## config.mk

```make
export PLATFORM = sky130hd
export DESIGN_NAME = bblur_div
export DESIGN_NICKNAME = d
export VERILOG_FILES = /design/src/hdl/box_blur_3x3_edge_aware_macros.svh /design/src/hdl/bblur_pkg.sv /design/src/hdl/bblur_div.sv
export SDC_FILE = /design/constraint.sdc
export NUM_CORES = 1
export LEC_CHECK = 0
export ABC_AREA = 1
export BUFFER_PORTS_ARGS = -buffer_cell sky130_fd_sc_hd__buf_2
export CAP_MARGIN = 5
export CORE_UTILIZATION = 60
export DETAILED_ROUTE_END_ITERATION = 12
export PLACE_DENSITY = 0.89
export SLEW_MARGIN = 20
export SYNTH_ARGS = -nofsm -noshare
export SYNTH_HDL_FRONTEND = slang
export SYNTH_SLANG_ARGS = --single-unit
```

## constraint.sdc

```tcl
create_clock -name clk -period 5.1 [get_ports clk]
set_clock_uncertainty 0.15 [all_clocks]
set_input_delay 1.02 -clock clk [delete_from_list [all_inputs] [get_ports clk]]
set_output_delay 1.02 -clock clk [all_outputs]
set_load 0.02 [all_outputs]
```

## src/hdl/box_blur_3x3_edge_aware_macros.svh

```systemverilog
// Assertion macros for the box blur block.
// Used by the top level only; expects clk and arst_n in scope.
`ifndef BOX_BLUR_3X3_EDGE_AWARE_MACROS_SVH
`define BOX_BLUR_3X3_EDGE_AWARE_MACROS_SVH

// same-cycle implication, disabled during reset
`define BB_ASSERT_IMP(lbl, ante, cons, msg) \
	lbl: assert property (@(posedge clk) disable iff (!arst_n) (ante) |-> (cons)) \
		else $error(msg);

// next-cycle implication, disabled during reset
`define BB_ASSERT_NXT(lbl, ante, cons, msg) \
	lbl: assert property (@(posedge clk) disable iff (!arst_n) (ante) |=> (cons)) \
		else $error(msg);

`endif

```

## src/hdl/bblur_pkg.sv

```systemverilog
// Shared types, constants and helpers for the 3x3 box blur.
// No dependencies; imported by the interfaces and every module.
package bblur_pkg;

	localparam int MAX_WIDTH_DEFAULT = 1024;

	localparam int CH_W       = 8;
	localparam int NUM_CH     = 3;
	localparam int PIX_W      = CH_W * NUM_CH;
	localparam int SUM_W      = 12;   // 9 * 255 plus rounding fits
	localparam int N_W        = 4;
	localparam int IMG_W_W    = 11;
	localparam int IMG_H_W    = 16;
	localparam int CFG_IDX_W  = 2;
	localparam int CFG_DATA_W = 16;

	localparam logic [N_W-1:0] N_MAX = 4'd9;

	localparam int IMAGE_WIDTH_RST = 1024;
	localparam logic [IMG_H_W-1:0] IMAGE_HEIGHT_RST = 16'd1;

	localparam logic FUNC_PIXEL = 1'b0;
	localparam logic FUNC_DRAIN = 1'b1;

	localparam logic [CFG_IDX_W-1:0] REG_IMAGE_WIDTH  = 2'd0;
	localparam logic [CFG_IDX_W-1:0] REG_IMAGE_HEIGHT = 2'd1;

	// position of a tap inside the 3x3 window, per axis
	localparam logic [1:0] TAP_LO  = 2'd0;
	localparam logic [1:0] TAP_MID = 2'd1;
	localparam logic [1:0] TAP_HI  = 2'd2;

	typedef logic [1:0] slot_t;

	typedef enum logic [2:0] {
		ST_IDLE,
		ST_TAP,
		ST_LAST,
		ST_START,
		ST_DIV,
		ST_PUT
	} bblur_state_t;

	// one output pixel to compute: line store slot of its row and window edges
	typedef struct packed {
		slot_t slot;
		logic  top;
		logic  bot;
		logic  left;
		logic  right;
		logic  row_end;
		logic  image_end;
		logic  run_last;
	} emit_t;

	function automatic slot_t slot_next(input slot_t s);
		return (s == 2'd2) ? 2'd0 : slot_t'(s + 2'd1);
	endfunction

	function automatic slot_t slot_prev(input slot_t s);
		return (s == 2'd0) ? 2'd2 : slot_t'(s - 2'd1);
	endfunction

endpackage

```

## src/hdl/bblur_div.sv

```systemverilog
// Bit-serial rounding divider for the three colour sums, one quotient bit a cycle.
// Depends on bblur_pkg.
module bblur_div import bblur_pkg::*; (
	input  logic                         clk,
	input  logic                         arst_n,
	input  logic                         start,
	input  logic [NUM_CH-1:0][SUM_W-1:0] sum,
	input  logic [N_W-1:0]               n,
	output logic                         busy,
	output logic [NUM_CH-1:0][CH_W-1:0]  quo
);

	localparam int CNT_W = $clog2(CH_W);

	logic                        busy_q;
	logic [CNT_W-1:0]            cnt_q;
	logic [N_W-1:0]              n_q;
	logic [NUM_CH-1:0][N_W-1:0]  rem_q;
	logic [NUM_CH-1:0][CH_W-1:0] quo_q;

	logic [NUM_CH-1:0][SUM_W-1:0] x;
	logic [NUM_CH-1:0][N_W:0]     t;
	logic [NUM_CH-1:0][N_W:0]     diff;
	logic [NUM_CH-1:0]            ge;
	logic [NUM_CH-1:0][N_W-1:0]   rem_d;
	logic [NUM_CH-1:0][CH_W-1:0]  quo_d;

	// (sum + n/2) / n is round half up; mean <= 255 so the top bits start below n
	always_comb begin
		for (int ch = 0; ch < NUM_CH; ch++) begin
			x[ch]     = sum[ch] + SUM_W'(n >> 1);
			t[ch]     = {rem_q[ch], quo_q[ch][CH_W-1]};
			diff[ch]  = t[ch] - {1'b0, n_q};
			ge[ch]    = (t[ch] >= {1'b0, n_q});
			rem_d[ch] = ge[ch] ? diff[ch][N_W-1:0] : t[ch][N_W-1:0];
			quo_d[ch] = {quo_q[ch][CH_W-2:0], ge[ch]};
		end
	end

	always_ff @(posedge clk or negedge arst_n) begin
		if (!arst_n) begin
			busy_q <= 1'b0;
			cnt_q  <= '0;
		end else if (start) begin
			busy_q <= 1'b1;
			cnt_q  <= '0;
		end else if (busy_q) begin
			cnt_q <= cnt_q + 1'b1;
			if (cnt_q == CNT_W'(CH_W - 1)) begin
				busy_q <= 1'b0;
			end
		end
	end

	always_ff @(posedge clk) begin
		if (start) begin
			n_q <= n;
			for (int ch = 0; ch < NUM_CH; ch++) begin
				rem_q[ch] <= x[ch][SUM_W-1:CH_W];
				quo_q[ch] <= x[ch][CH_W-1:0];
			end
		end else if (busy_q) begin
			rem_q <= rem_d;
			quo_q <= quo_d;
		end
	end

	assign busy = busy_q;
	assign quo  = quo_q;

endmodule

```

# Yosys cells after proc, flatten, opt, wreduce, memory -nomap -nowiden
# Index checks and enable logic that the tools add are counted.
dict set report totals {
  inputBits 43
  reg_bits 44
  output_inout_bits 25
}
dict set report op_classes {
  mux 12
  n_eq_ne 1
  reduce_logical 1
  add_sub_neg 7
  magnitude_cmp 3
}
# op count
set op_table {}
lappend op_table {{$mux W24} 2}
lappend op_table {{$add A12 B3 Y12} 3}
lappend op_table {{$mux W12} 2}
lappend op_table {{$ge A5 B4 Y1} 3}
lappend op_table {{$mux W4} 3}
lappend op_table {{$sub A4 B4 Y4} 3}
lappend op_table {{$mux W3} 2}
lappend op_table {{$add A3 B1 Y3 const B} 1}
lappend op_table {{$eq A3 B3 Y1 const B} 1}
lappend op_table {{$mux W1} 3}
lappend op_table {{$reduce_bool A2 Y1} 1}

# Longest topological paths before layout
dict set report depth {
  depth_word 4
  ltp_mapped 10
}

# Worst setup path before layout
# No wires, ideal clock.
dict set report synth_path {
  path_type {input-to-reg}
  start {in start}
  end {reg quo_q, in the netlist quo[0] (enable)}
  cell_stages 4
  slack_ps 2400
  required_ps 4556
  t_arrival_ps 2156
  path_cell_list {buf_4 > inv_2 > buf_2 > nand2_1}
}
dict set report synth_via {
  elab_chain_cells 1
}
# element line_no
set synth_rtl {}
lappend synth_rtl {{from (decl)} bblur_div.sv:6} ;# input logic start,
lappend synth_rtl {{$reduce_bool A2 Y1 (no line)} -}
lappend synth_rtl {{to (signal, indexed assignment)} bblur_div.sv:60} ;# quo_q[ch] <= x[ch][CH_W-1:0];
lappend synth_rtl {{to (signal assigned)} bblur_div.sv:64} ;# quo_q <= quo_d;
lappend synth_rtl {{to (decl)} bblur_div.sv:19} ;# logic [NUM_CH-1:0][CH_W-1:0] quo_q;
# No other way between the ends.
# A chain may end at the register's enable or synchronous reset.

# Worst setup path after layout
dict set report layout_path {
  start {in start}
  end {reg rem_q[8] (netlist bit) (enable)}
}
dict set report layout_via {
  elab_chain_cells 1
}
# element line_no
set layout_rtl {}
lappend layout_rtl {{$reduce_bool A2 Y1 (no line)} -}
lappend layout_rtl {{to (signal, indexed assignment)} bblur_div.sv:59} ;# rem_q[ch] <= x[ch][SUM_W-1:CH_W];
lappend layout_rtl {{to (signal assigned)} bblur_div.sv:63} ;# rem_q <= rem_d;
lappend layout_rtl {{to (decl)} bblur_div.sv:18} ;# logic [NUM_CH-1:0][N_W-1:0] rem_q;
# No other way between the ends.

==> run metrics <==
Final Hold Viols=0; share of layout cells above drive strength 1=0.200; initial DRC count=176; die extent in y=75.9 um; CTS Sinks=44; post-CTS setup buffer count=0; CTS buffer count=5; First-pass DRT Iterations=4; met1 GRT Util=0.383; clk_lat worst skew=0.30 ns; Resize count post-CTS=0; setup TNS=0 ns; Setup-failing EPs final=0; top cells by area, synth=edfxtp_1, nand2_1, nand3_1; buffer depth of the longest clock path=2; initial antenna violation count=0; CP Class=primary input to flop; worst stage delay on the critical path=0.55 ns; Max rail drop VDD=0.190 mV; die width=75.9 um; CTS H-tree depth=2; cell row count=26; mapped cell area=3280 sq um; antenna-violating nets left=0; P_leak=1.89 nW; via count=3047; met2 Track Usage GR=0.516; sequential area share after synthesis=0.397; part of the cycle the worst path needs=0.631; total wire length=7960 um; Core Util, Final=0.724; R2R depth=8; Crit Reg-Reg Endpoint=rem_q[6]$_DFFE_PP_; FF-to-FF Start=n_q[1]$_DFFE_PP_; Final Critical Period=3.22 ns; Yosys top cell area share=0.366; reg2reg setup slack=3.09 ns; Avg Cell Area, Syn=8.04 sq um; CP arrival=3.04 ns; drt via density=5.58; starting density of the core=0.634; max-slew violations=0; RSZ-0062 raised after global routing=no; Clock Tree Root=clkbuf_8; # IOs=68; GR Layer Usage met3=0.0494; #FFs+latches synth=44; Syn-to-layout area delta=14.1%; Min-Delay Path Class=primary input to asynchronous set/reset pin; cell area after layout=3740 sq um; Inserted Diodes=0; Final Hold Slack=0.351 ns; required time worst endpoint=4.92 ns; port bufs=67; Tot Pwr=0.00122 W; Worst setup SP type=primary input; DP Wirelength=5940 um; core area=5170 sq um; Die Area=5770 sq um; outcome=finished clean; number of global-route vias before repair=2963; gr usage total=0.297; DRC viols=0; Max Clk Rate=0.311 GHz; leading area contributor after synthesis=edfxtp_1; DP Area=3660 sq um; max-cap violations=0; first-pass GRT wire length=13500 um; normalized max-slew margin=0.476; CTS tree=yes; grt total ovfl=0; Post-Syn Nets=480; CP Capture Type=flop; clk slew on worst S/H paths=0.08 ns; crit-path cells=buf_2 > inv_2 > nand2_1 > buf_4; Post-Syn Instances=408; crit-path max FO=50; Yosys Warn Count=0; fin nets=547; largest net degree at the start of global routing=51; Yosys cell types=30; actual slew at the worst max-slew pin=0.784 ns; master of the slowest instance on the critical path=nand2_1; layer with the highest usage=met2; hold_buf cts=0; Pwr per Cell Area=325 nW/um^2; Placer Congestion=0.831; Avg WL per Cell=14.6 um
## placed cells by master, fill, tap and decap left out, types with 4 or more instances in the layout
master | netlist | layout
nand2_1 | 117 | 117
inv_1 | 44 | 44
o21ai_0 | 11 | 11
fa_1 | 6 | 6
a21oi_1 | 11 | 11
o21ai_1 | 9 | 9
nand2_2 | 9 | 9
edfxtp_1 | 40 | 40
nor2_1 | 29 | 29
clkbuf_8 | 0 | 5
ha_1 | 23 | 23
dfrtp_1 | 4 | 4
nand3_1 | 61 | 61
xnor2_1 | 4 | 4
nand4_1 | 4 | 4
buf_2 | 5 | 67
nand3_2 | 5 | 5
## area by class of cell
type	instances	area, sq um
Multi-Input combinational cell	309	1750
Tap cell	70	87.6
Clock buffer	7	76.3
Timing Repair Buffer	68	343
Inverter	47	176
Fill cell	400	1430
Sequential cell	44	1300
Clock inverter	1	3.75
## synth_stat cells
library cell and instances:
nand2_1 117, a31oi_1 3, xor2_1 3, fa_1 6
nor2_4 3, inv_1 44, ha_1 23, a21o_1 1
nor2_1 29, xnor2_1 4, nand3_2 5, or2_0 1
buf_4 1, o21bai_1 3, dfrtp_1 4, o21ai_0 11
o31ai_1 1, o21ai_1 9, nand2_2 9, o21a_1 3
inv_2 3, buf_2 5, clkbuf_1 1, a21oi_1 11
nor2_8 1, nand4_1 4, nand3_1 61, edfxtp_1 40
nor2_2 1, buf_6 1
## where the power goes
group / leakage, nW / switching [W] / total (W) / internal (W)
sequential: 0.475 / 0.0000399 / 0.000518 / 0.000478
clock: 0.0399 / 0.000116 / 0.000211 / 0.0000955
combinational: 1.38 / 0.000311 / 0.000488 / 0.000177
total: 1.89 / 0.000467 / 0.00122 / 0.000751
## per-layer routing
layer / routed length, um / part of all wire / up-vias
li1: - / - / 1494
met1: 3340 / 0.42 / 1423
met2: 3980 / 0.50 / 118
met3: 539 / 0.068 / 12
met4: 99 / 0.012 / 0
met5: 0 / 0 / -
## registers in the layout, indices dropped and copies added, names as in the netlist
signal,cells
rem_q,12
cnt_q,3
busy,1
n_q,4
quo,24
## cell families after synthesis
kind of cell               synth area share
and+or+nand+nor                       0.320
buffers and inverters                0.0683
DFF                                   0.397
AOI/OAI and AO/OA                    0.0713
xor gates and xnor gates             0.0187
adders and majority gates             0.124
## how the worst max path moves through the flow
stage	start	endpoint	slack (ns)	cells past startpoint
2_1_floorplan	start	quo[0]$_DFFE_PP_	2.40	4
3_3_place_gp	start	quo[8]$_DFFE_PP_	1.69	4
3_5_place_dp	start	rem_q[7]$_DFFE_PP_	1.60	4
4_1_cts	start	rem_q[6]$_DFFE_PP_	1.91	4
5_1_grt	start	quo[6]$_DFFE_PP_	1.75	4
6_report	start	rem_q[8]$_DFFE_PP_	1.88	4
## stage by stage
| step | instances | worst slack, ns |
|---|---|---|
| finish | 546 | 1.88 |
| global route | 546 | 1.75 |
| CTS | 546 | 1.91 |
| detailed placement | 538 | 1.60 |
| global placement | 538 | 1.69 |
| floorplan | 408 | 2.40 |
## critical path, delay by kind of cell
family | cells | cell delay, ns
buffers and inverters | 3 | 1.41
AND/OR/NAND/NOR | 1 | 0.55
No activity file was read; power rests on OpenSTA's default activity.
